[src/utf8_validating_decoder_top_defines.svh]
// ----------------------------------------------------------------------------
// UTF-8 decoder assertion macros
// Shared concurrent assertion forms, clocked on clk_i and disabled in reset.
// ----------------------------------------------------------------------------
`ifndef UTF8_VALIDATING_DECODER_TOP_DEFINES_SVH
`define UTF8_VALIDATING_DECODER_TOP_DEFINES_SVH

`ifndef SYNTH
// The expression must hold at every clock edge out of reset.
`define UTF8D_ASSERT_ALWAYS(lbl, expr, msg) \
  lbl: assert property (@(posedge clk_i) disable iff (!rst_ni) (expr)) else $error(msg);
// The consequent must hold in the same cycle as the antecedent.
`define UTF8D_ASSERT_SAME(lbl, ante, cons, msg) \
  lbl: assert property (@(posedge clk_i) disable iff (!rst_ni) (ante) |-> (cons)) \
    else $error(msg);
// The consequent must hold in the cycle after the antecedent.
`define UTF8D_ASSERT_NEXT(lbl, ante, cons, msg) \
  lbl: assert property (@(posedge clk_i) disable iff (!rst_ni) (ante) |=> (cons)) \
    else $error(msg);
`else
`define UTF8D_ASSERT_ALWAYS(lbl, expr, msg)
`define UTF8D_ASSERT_SAME(lbl, ante, cons, msg)
`define UTF8D_ASSERT_NEXT(lbl, ante, cons, msg)
`endif

`endif

[src/utf8d_pkg.sv]
// ----------------------------------------------------------------------------
// UTF-8 decoder package
// Types, status codes and code-point bounds shared by the decoder modules.
// ----------------------------------------------------------------------------
package utf8d_pkg;

  localparam int unsigned CP_W = 21;

  typedef logic [CP_W-1:0] cp_t;

  typedef enum logic [2:0] {
    ST_OK         = 3'd0,
    ST_BAD_LEAD   = 3'd1,
    ST_BAD_CONT   = 3'd2,
    ST_OVERLONG   = 3'd3,
    ST_SURROGATE  = 3'd4,
    ST_TOO_LARGE  = 3'd5,
    ST_TRUNCATED  = 3'd6,
    ST_END_ONLY   = 3'd7
  } status_e;

  localparam cp_t MIN_LEN2      = 21'h000080;
  localparam cp_t MIN_LEN3      = 21'h000800;
  localparam cp_t MIN_LEN4      = 21'h010000;
  localparam cp_t SURR_LO       = 21'h00D800;
  localparam cp_t SURR_HI       = 21'h00DFFF;
  localparam cp_t CP_MAX        = 21'h10FFFF;
  localparam cp_t BOM_CP        = 21'h00FEFF;
  localparam logic [2:0] LEN_3  = 3'd3;

  // Decoder context carried from one byte to the next.
  typedef struct packed {
    cp_t        acc;
    logic [1:0] remaining;
    logic [2:0] seq_len;
    logic       at_start;
    logic       discarding;
  } state_t;

  typedef struct packed {
    cp_t     code_point;
    status_e status;
    logic    last;
  } result_t;

  localparam state_t STATE_RESET = '{acc: '0, remaining: 2'd0, seq_len: 3'd0,
                                     at_start: 1'b1, discarding: 1'b0};

endpackage

[src/utf8d_step.sv]
// ----------------------------------------------------------------------------
// UTF-8 decoder byte step
// Combinational next-context and result logic for one byte of a message.
// ----------------------------------------------------------------------------
module utf8d_step (
  input  utf8d_pkg::state_t  state_i,
  input  logic [7:0]         byte_i,
  input  logic               last_i,
  output utf8d_pkg::state_t  state_o,
  output logic               have_o,
  output utf8d_pkg::result_t result_o
);

  utf8d_pkg::state_t  nxt;
  utf8d_pkg::cp_t     cp;
  utf8d_pkg::cp_t     acc_n;
  utf8d_pkg::cp_t     lowest;
  utf8d_pkg::status_e st;
  utf8d_pkg::status_e chk;
  logic [1:0]         rem_n;
  logic               have;

  // Merge the continuation payload at its place in the code point.
  always_comb begin
    rem_n = state_i.remaining - 2'd1;
    case (rem_n)
      2'd0:    acc_n = state_i.acc | {15'd0, byte_i[5:0]};
      2'd1:    acc_n = state_i.acc | {9'd0, byte_i[5:0], 6'd0};
      default: acc_n = state_i.acc | {3'd0, byte_i[5:0], 12'd0};
    endcase
  end

  always_comb begin
    case (state_i.seq_len)
      3'd2:    lowest = utf8d_pkg::MIN_LEN2;
      3'd3:    lowest = utf8d_pkg::MIN_LEN3;
      default: lowest = utf8d_pkg::MIN_LEN4;
    endcase
    if (acc_n < lowest) begin
      chk = utf8d_pkg::ST_OVERLONG;
    end else if (acc_n >= utf8d_pkg::SURR_LO && acc_n <= utf8d_pkg::SURR_HI) begin
      chk = utf8d_pkg::ST_SURROGATE;
    end else if (acc_n > utf8d_pkg::CP_MAX) begin
      chk = utf8d_pkg::ST_TOO_LARGE;
    end else begin
      chk = utf8d_pkg::ST_OK;
    end
  end

  always_comb begin
    nxt  = state_i;
    have = 1'b0;
    cp   = '0;
    st   = utf8d_pkg::ST_OK;

    if (state_i.discarding) begin
      if (last_i) begin
        have = 1'b1;
        st   = utf8d_pkg::ST_END_ONLY;
      end
    end else if (state_i.remaining == 2'd0) begin
      if (!byte_i[7]) begin
        have         = 1'b1;
        cp           = {13'd0, byte_i};
        nxt.at_start = 1'b0;
      end else if (byte_i[7:6] != 2'b11 || byte_i[5:3] == 3'b111) begin
        // Continuation bytes and 0xF8-0xFF cannot open a sequence.
        have = 1'b1;
        st   = utf8d_pkg::ST_BAD_LEAD;
      end else if (last_i) begin
        have = 1'b1;
        st   = utf8d_pkg::ST_TRUNCATED;
      end else if (!byte_i[5]) begin
        nxt.seq_len   = 3'd2;
        nxt.remaining = 2'd1;
        nxt.acc       = {10'd0, byte_i[4:0], 6'd0};
      end else if (!byte_i[4]) begin
        nxt.seq_len   = 3'd3;
        nxt.remaining = 2'd2;
        nxt.acc       = {5'd0, byte_i[3:0], 12'd0};
      end else begin
        nxt.seq_len   = 3'd4;
        nxt.remaining = 2'd3;
        nxt.acc       = {byte_i[2:0], 18'd0};
      end
    end else begin
      if (last_i && state_i.remaining > 2'd1) begin
        have = 1'b1;
        st   = utf8d_pkg::ST_TRUNCATED;
      end else if (byte_i[7:6] != 2'b10) begin
        have = 1'b1;
        st   = utf8d_pkg::ST_BAD_CONT;
      end else begin
        nxt.remaining = rem_n;
        nxt.acc       = acc_n;
        if (rem_n == 2'd0) begin
          cp = acc_n;
          st = chk;
          // A byte order mark opening the message is dropped.
          if (chk == utf8d_pkg::ST_OK && state_i.at_start &&
              state_i.seq_len == utf8d_pkg::LEN_3 && acc_n == utf8d_pkg::BOM_CP) begin
            if (last_i) begin
              have = 1'b1;
              st   = utf8d_pkg::ST_END_ONLY;
            end
          end else begin
            have = 1'b1;
          end
          nxt.at_start = 1'b0;
          nxt.acc      = '0;
          nxt.seq_len  = 3'd0;
        end
      end
    end

    if (last_i) begin
      nxt = utf8d_pkg::STATE_RESET;
    end else if (have && st != utf8d_pkg::ST_OK) begin
      nxt.discarding = 1'b1;
      nxt.acc        = '0;
      nxt.remaining  = 2'd0;
      nxt.seq_len    = 3'd0;
    end
  end

  assign state_o             = nxt;
  assign have_o              = have;
  assign result_o.code_point = (st == utf8d_pkg::ST_OK) ? cp : '0;
  assign result_o.status     = st;
  assign result_o.last       = last_i;

endmodule

[src/utf8d_out_reg.sv]
// ----------------------------------------------------------------------------
// UTF-8 decoder result register
// Holds one result beat until the downstream side takes it.
// ----------------------------------------------------------------------------
module utf8d_out_reg (
  input  logic               clk_i,
  input  logic               rst_ni,
  input  logic               load_i,
  input  utf8d_pkg::result_t result_i,
  input  logic               ready_i,
  output logic               valid_o,
  output logic               free_o,
  output utf8d_pkg::result_t result_o
);

  logic               valid_q, valid_d;
  utf8d_pkg::result_t data_q;

  assign free_o = !valid_q || ready_i;

  always_comb begin
    if (load_i) begin
      valid_d = 1'b1;
    end else if (ready_i) begin
      valid_d = 1'b0;
    end else begin
      valid_d = valid_q;
    end
  end

  always_ff @(posedge clk_i or negedge rst_ni) begin
    if (!rst_ni) begin
      valid_q <= 1'b0;
    end else begin
      valid_q <= valid_d;
    end
  end

  always_ff @(posedge clk_i) begin
    if (load_i) begin
      data_q <= result_i;
    end
  end

  assign valid_o  = valid_q;
  assign result_o = data_q;

endmodule

[src/utf8_validating_decoder_top.sv]
// ----------------------------------------------------------------------------
// UTF-8 validating decoder
// Decodes a byte stream into Unicode scalar values with error reporting.
// ----------------------------------------------------------------------------
// Channel  Direction  tdata                 tuser        tlast
// s_*      in         byte [7:0]            -            last byte of message
// m_*      out        code point [20:0]     status [2:0] last byte of message
//
// One byte is accepted per clock unless a stalled result fills the input
// register. A byte passes the input register, then the decode logic writes
// the context registers and, when it yields a result, the result register.
// Reset clears the context to the start of a message and empties both stages.
// A stalled result beat stalls the input stage only once that stage is full.
// ----------------------------------------------------------------------------
`include "utf8_validating_decoder_top_defines.svh"

module utf8_validating_decoder_top (
  input  logic        clk_i,
  input  logic        rst_ni,
  input  logic        s_tvalid_i,
  output logic        s_tready_o,
  input  logic [7:0]  s_tdata_i,   // [7:0] in_byte
  input  logic        s_tlast_i,
  output logic        m_tvalid_o,
  input  logic        m_tready_i,
  output logic [23:0] m_tdata_o,   // [20:0] code_point, [23:21] zero
  output logic [2:0]  m_tuser_o,   // [2:0] status
  output logic        m_tlast_o
);

  logic               in_valid_q, in_valid_d;
  logic [7:0]         in_byte_q;
  logic               in_last_q;
  logic               advance;
  logic               out_free;
  logic               have;
  utf8d_pkg::state_t  state_q, state_d;
  utf8d_pkg::result_t step_res;
  utf8d_pkg::result_t out_res;

  // The input stage moves on when the result register can take a beat.
  assign advance    = in_valid_q && out_free;
  assign s_tready_o = !in_valid_q || out_free;

  always_comb begin
    if (s_tvalid_i && s_tready_o) begin
      in_valid_d = 1'b1;
    end else if (advance) begin
      in_valid_d = 1'b0;
    end else begin
      in_valid_d = in_valid_q;
    end
  end

  always_ff @(posedge clk_i or negedge rst_ni) begin
    if (!rst_ni) begin
      in_valid_q <= 1'b0;
      state_q    <= utf8d_pkg::STATE_RESET;
    end else begin
      in_valid_q <= in_valid_d;
      state_q    <= state_d;
    end
  end

  always_ff @(posedge clk_i) begin
    if (s_tvalid_i && s_tready_o) begin
      in_byte_q <= s_tdata_i;
      in_last_q <= s_tlast_i;
    end
  end

  utf8d_pkg::state_t step_state;

  utf8d_step u_step (
    .state_i  (state_q),
    .byte_i   (in_byte_q),
    .last_i   (in_last_q),
    .state_o  (step_state),
    .have_o   (have),
    .result_o (step_res)
  );

  assign state_d = advance ? step_state : state_q;

  utf8d_out_reg u_out_reg (
    .clk_i    (clk_i),
    .rst_ni   (rst_ni),
    .load_i   (advance && have),
    .result_i (step_res),
    .ready_i  (m_tready_i),
    .valid_o  (m_tvalid_o),
    .free_o   (out_free),
    .result_o (out_res)
  );

  assign m_tdata_o = {3'd0, out_res.code_point};
  assign m_tuser_o = out_res.status;
  assign m_tlast_o = out_res.last;

  `UTF8D_ASSERT_ALWAYS(a_discard_clean, !state_q.discarding || (state_q.remaining == 2'd0 && state_q.acc == '0), "discard state holds a partial sequence")
  `UTF8D_ASSERT_NEXT(a_last_clears, advance && in_last_q, state_q == utf8d_pkg::STATE_RESET, "context not cleared after last byte")
  `UTF8D_ASSERT_SAME(a_err_zero_cp, m_tvalid_o && out_res.status != utf8d_pkg::ST_OK, out_res.code_point == '0, "error beat carries a code point")
  `UTF8D_ASSERT_SAME(a_ok_scalar, m_tvalid_o && out_res.status == utf8d_pkg::ST_OK, out_res.code_point <= utf8d_pkg::CP_MAX && (out_res.code_point < utf8d_pkg::SURR_LO || out_res.code_point > utf8d_pkg::SURR_HI), "ok beat is not a scalar value")
  `UTF8D_ASSERT_SAME(a_stall_backs_up, in_valid_q && m_tvalid_o && !m_tready_i, !s_tready_o && !advance, "input taken while both stages are blocked")

endmodule

[config.mk]
export PLATFORM = sky130hd
export DESIGN_NAME = utf8_validating_decoder_top
export DESIGN_NICKNAME = d
export VERILOG_FILES = /design/src/utf8d_pkg.sv /design/src/utf8d_step.sv /design/src/utf8d_out_reg.sv /design/src/utf8_validating_decoder_top.sv
export VERILOG_INCLUDE_DIRS = /design/src /design/src/src
export SDC_FILE = /design/constraint.sdc
export NUM_CORES = 1
export LEC_CHECK = 0
export ABC_AREA = 1
export BUFFER_PORTS_ARGS = -buffer_cell sky130_fd_sc_hd__buf_4
export CAP_MARGIN = 20
export CORE_ASPECT_RATIO = 0.5
export CORE_MARGIN = 2
export CORE_UTILIZATION = 45
export DETAILED_ROUTE_END_ITERATION = 8
export GPL_ROUTABILITY_DRIVEN = 0
export PLACE_DENSITY = 0.7
export SYNTH_ARGS = -nofsm -noshare
export SYNTH_HDL_FRONTEND = slang
export SYNTH_SLANG_ARGS = --single-unit
export TNS_END_PERCENT = 5
[constraint.sdc]
create_clock -name clk_i -period 6.97 [get_ports clk_i]
set_input_delay 0.3485 -clock clk_i [delete_from_list [all_inputs] [get_ports clk_i]]
set_output_delay 0.3485 -clock clk_i [all_outputs]
set_load 0.05 [all_outputs]
==> run summary <==
The count of input and output buffers is 39. The average vias per placed instance is 5.218. The first detailed-routing pass ran for 5 iterations. Setup repair after global routing left no endpoint under its margin. The share of final-layout standard cells stronger than drive strength 1 is 0.1754. The launch point of the worst path is state_q[5]$_DFFE_PN0P_.

The initial antenna violation count came out at 0. The startpoint of the worst hold path is s_tdata_i[7]. The worst setup path is of the flop to flop kind. The reported leakage power came out at 1.996 nW. The register share of total power is 0.267. The maximum clock frequency is between 200 and 250 MHz. The number of antenna diodes came out at 0. The cell area power density is about 500 mW/mm². The nature of the critical path startpoint is a flop. The count of hold buffers inserted by post-cts repair is 1. The average size of a mapped cell is 7.915 µm². The number of H-tree levels came out at 3. The CTS tree is done. Yosys mapped a number of flops with a built-in enable equal to 34. The total power draw came out at 2.144 mW. The clock power share is 0.227. The worst hold slack is ~190 ps. The floorplan step defined a die boundary enclosing between 0.009 and 0.01 mm². The final period demand of the worst path is 4105 ps. The most frequent standard cell in the layout excluding fill and tap cells is sky130_fd_sc_hd__nand2_1. The number of rows in the core area came out at 23. The number of global-route vias before repair is 2867.

The number of vias after detailed routing is roughly 3300. The root buffer cell is sky130_fd_sc_hd__clkbuf_16. The combinational fraction of design power came out at 0.506. The largest net degree at the start of global routing is 31. The share of the clock period used by the worst path after layout came out at 0.5890. Between clock sinks in the finished design, the worst skew comes to 6.207 ps.

The detailed-route wire length is 9.223 mm. The share of flip-flops with an asynchronous set or reset after synthesis came out at 0.4688. The highest net fanout along the worst path is 15. The wire length of the first global-routing pass came out at 14.51 mm. For this run, design rule violations remaining after detail routing come to 0. Among all flip-flop cells after synthesis, the most frequent one is sky130_fd_sc_hd__edfxtp_1.

In this run the critical register-to-register path is launched from state_q[5]$_DFFE_PN0P_. The endpoint identified for the worst register-to-register timing path is state_q[19]$_DFFE_PN0P_. For this run, the post-layout net count is between 500 and 600. The headroom to the max-slew limit is 0.5505. The number of inserted filler cells in the final layout came out at 731. The peak ir drop on the vdd network is 0.0001643 V. The net load switching power came out at 1.019 mW. The global router's overall resource usage came out at 0.2179.

The number of setup buffers added after CTS came out at 0. The register bit count reported by yosys is 64. The core region is 0.008000 mm².

The detail route stage leaves a number of antenna-violating nets equal to 0. The required time at the worst-slack endpoint is 7230 ps. The cell area after synthesis came out at around 0.0037 mm².

The number of max-cap violations is 0. The arrival time at the worst endpoint is 4370 ps. The count of unique library cells instantiated by Yosys came out at 39. The switching share of power is 0.4756.

The final count of pins violating max slew came to 0. Dividing the detail-routed wire length by the instance count gives 14.76 µm. Counting along the longest clock path gives a buffer depth of 2. The flow ran to the end, and the final reports show no timing, DRC or antenna violations. The overall die height came out at 68.23 µm. The worst register-to-register path has a depth of 20. The post-CTS resize count came out at 0. The cell count after synthesis is 469. The clock net sink count came out at 64. Counting the buffers created by CTS gives 9. The clock edge transition at the registers on the reported setup and hold paths came out at 50 ps. Counting instances, the worst hold path has a depth of 1. The relative area change from synthesis to final layout came out at 18.71%. For this run, the number of Yosys warnings is 0. The tightest min-delay check is of the input port to flop type.

The setup slack on the worst flop-to-flop path came out at 2860 ps. The final number of hold-violating endpoints came out at 0. The worst setup path is captured at a flop. The width of the die is between 100 and 150 µm.

At the pin with the least slew margin, the transition time is 669.1 ps. The count of boundary I/O pins is 43. The DRC violation total after the first TritonRoute iteration came out at 370. Once detailed placement completed, the half-perimeter wirelength came to 6.819 mm. The later-pin clock latency in the skew report came out at 340 ps.

In the layout the commonest cells are sky130_fd_sc_hd__nand2_1, sky130_fd_sc_hd__inv_1, sky130_fd_sc_hd__nor2_1. The starting density of the core came out at 0.4640. The global route total overflow came out at 0. Setup violations remaining at the end of the flow were counted as 0. The final sum of negative setup slack is 0 ps. The internal power is between 1 and 1.5 mW.

The worst hold path endpoint is in_byte_q[7]$_DFFE_PP_. The sequential element share of the synthesized area is 0.4776.
## logic make-up after synthesis
family / share of synthesized area
DFF: 0.4776
adders and majority gates: 0.02359
AOI/OAI and AO/OA: 0.1109
other: 0.001010
and+or+nand+nor: 0.2915
buffers and inverters: 0.09538
## cell usage after synthesis, types with 2 or more instances
master,instances,area [µm²]
sky130_fd_sc_hd__a21oi_1,3,15.01
sky130_fd_sc_hd__a21oi_2,2,17.52
sky130_fd_sc_hd__a31oi_1,2,12.51
sky130_fd_sc_hd__buf_2,3,15.01
sky130_fd_sc_hd__buf_4,4,30.03
sky130_fd_sc_hd__buf_6,3,33.78
sky130_fd_sc_hd__clkbuf_1,5,18.77
sky130_fd_sc_hd__dfrtp_1,29,725.7
sky130_fd_sc_hd__edfxtp_1,34,1021
sky130_fd_sc_hd__ha_1,7,87.58
sky130_fd_sc_hd__inv_1,64,240.2
sky130_fd_sc_hd__nand2_1,131,491.7
sky130_fd_sc_hd__nand2_2,9,56.30
sky130_fd_sc_hd__nand3_1,31,155.2
sky130_fd_sc_hd__nand3_2,3,30.03
sky130_fd_sc_hd__nand4_1,10,62.56
sky130_fd_sc_hd__nor2_1,53,198.9
sky130_fd_sc_hd__nor3_1,8,40.04
sky130_fd_sc_hd__o21ai_0,30,150.1
sky130_fd_sc_hd__o21ai_1,3,15.01
sky130_fd_sc_hd__o21ai_2,12,105.1
sky130_fd_sc_hd__o21bai_1,2,15.01
sky130_fd_sc_hd__o22ai_1,5,31.28
## critical path, cell delays in order (launching register included)
cell and delay [ps]:
sky130_fd_sc_hd__dfrtp_1 460, sky130_fd_sc_hd__inv_1 100, sky130_fd_sc_hd__ha_1 560, sky130_fd_sc_hd__nand3_2 330
sky130_fd_sc_hd__nand2_2 210, sky130_fd_sc_hd__inv_1 90, sky130_fd_sc_hd__ha_1 310, sky130_fd_sc_hd__nand2_1 60
sky130_fd_sc_hd__nor3_1 170, sky130_fd_sc_hd__nand2_1 90, sky130_fd_sc_hd__nand2_2 90, sky130_fd_sc_hd__o21ai_1 70
sky130_fd_sc_hd__nand2_1 70, sky130_fd_sc_hd__nand2_1 60, sky130_fd_sc_hd__a21oi_2 160, sky130_fd_sc_hd__nand2_2 110
sky130_fd_sc_hd__o21bai_4 340, sky130_fd_sc_hd__nand2_1 250, sky130_fd_sc_hd__o21ai_0 320, sky130_fd_sc_hd__nand2_1 100
sky130_fd_sc_hd__o21ai_2 70
## how the worst max path moves through the flow
stage	endpoint	slack, ps	cells after the start
6_report	state_q[19]$_DFFE_PN0P_	2860	20
3_5_place_dp	state_q[4]$_DFFE_PN0P_	2970	21
5_1_grt	state_q[19]$_DFFE_PN0P_	2440	20
2_1_floorplan	state_q[0]$_DFFE_PN0P_	3170	18
4_1_cts	state_q[4]$_DFFE_PN0P_	2950	21
3_3_place_gp	state_q[4]$_DFFE_PN0P_	3130	21
## through the flow
stage | instances | area, µm² | util | setup WS [ps]
after floorplan | 471 | 3720 | - | 3174
after global placement | 608 | 4065 | 0.5081 | 3127
after detailed placement | 608 | 4065 | 0.5081 | 2973
after CTS | 625 | 4407 | 0.5508 | 2955
after global routing | 625 | 4407 | 0.5508 | 2440
final | 625 | 4407 | 0.5508 | 2865
## power groups by stage
stage / Combinational (mW) / Clock [mW] / Sequential [mW]
2_1_floorplan: 0.672 / 0 / 0.725
3_3_place_gp: 1.05 / 0 / 0.572
3_5_place_dp: 1.06 / 0 / 0.576
4_1_cts: 1.06 / 0.494 / 0.570
5_1_grt: 1.19 / 0.510 / 0.581
6_report: 1.09 / 0.487 / 0.571
## area by class of cell
type / count / area, µm² / area share
Inverter: 67 / 256.5 / 0.05821
Sequential cell: 64 / 1773 / 0.4023
Clock buffer: 10 / 239.0 / 0.05423
Multi-Input combinational cell: 325 / 1595 / 0.3620
Clock inverter: 6 / 92.59 / 0.02101
Timing Repair Buffer: 41 / 310.3 / 0.07041
Tap cell: 112 / 140.1 / 0.03180
## flip-flops by register name, indices dropped and copies added (netlist names)
register,flops
state_q,28
in_last_q,1
u_out_reg.valid_o,1
in_byte_q,8
u_out_reg.result_o,25
in_valid_q,1
## routing by layer
layer | global-route usage | share of wire | wire (µm) | up-vias
li1 | - | - | - | 1593
met1 | 0.2925 | 0.45 | 4158 | 1469
met2 | 0.3310 | 0.42 | 3898 | 183
met3 | 0.07926 | 0.11 | 1031 | 16
met4 | 0.07392 | 0.015 | 134 | 0
met5 | 0 | 0 | 0 | -
No activity file was read; power rests on OpenSTA's default activity.
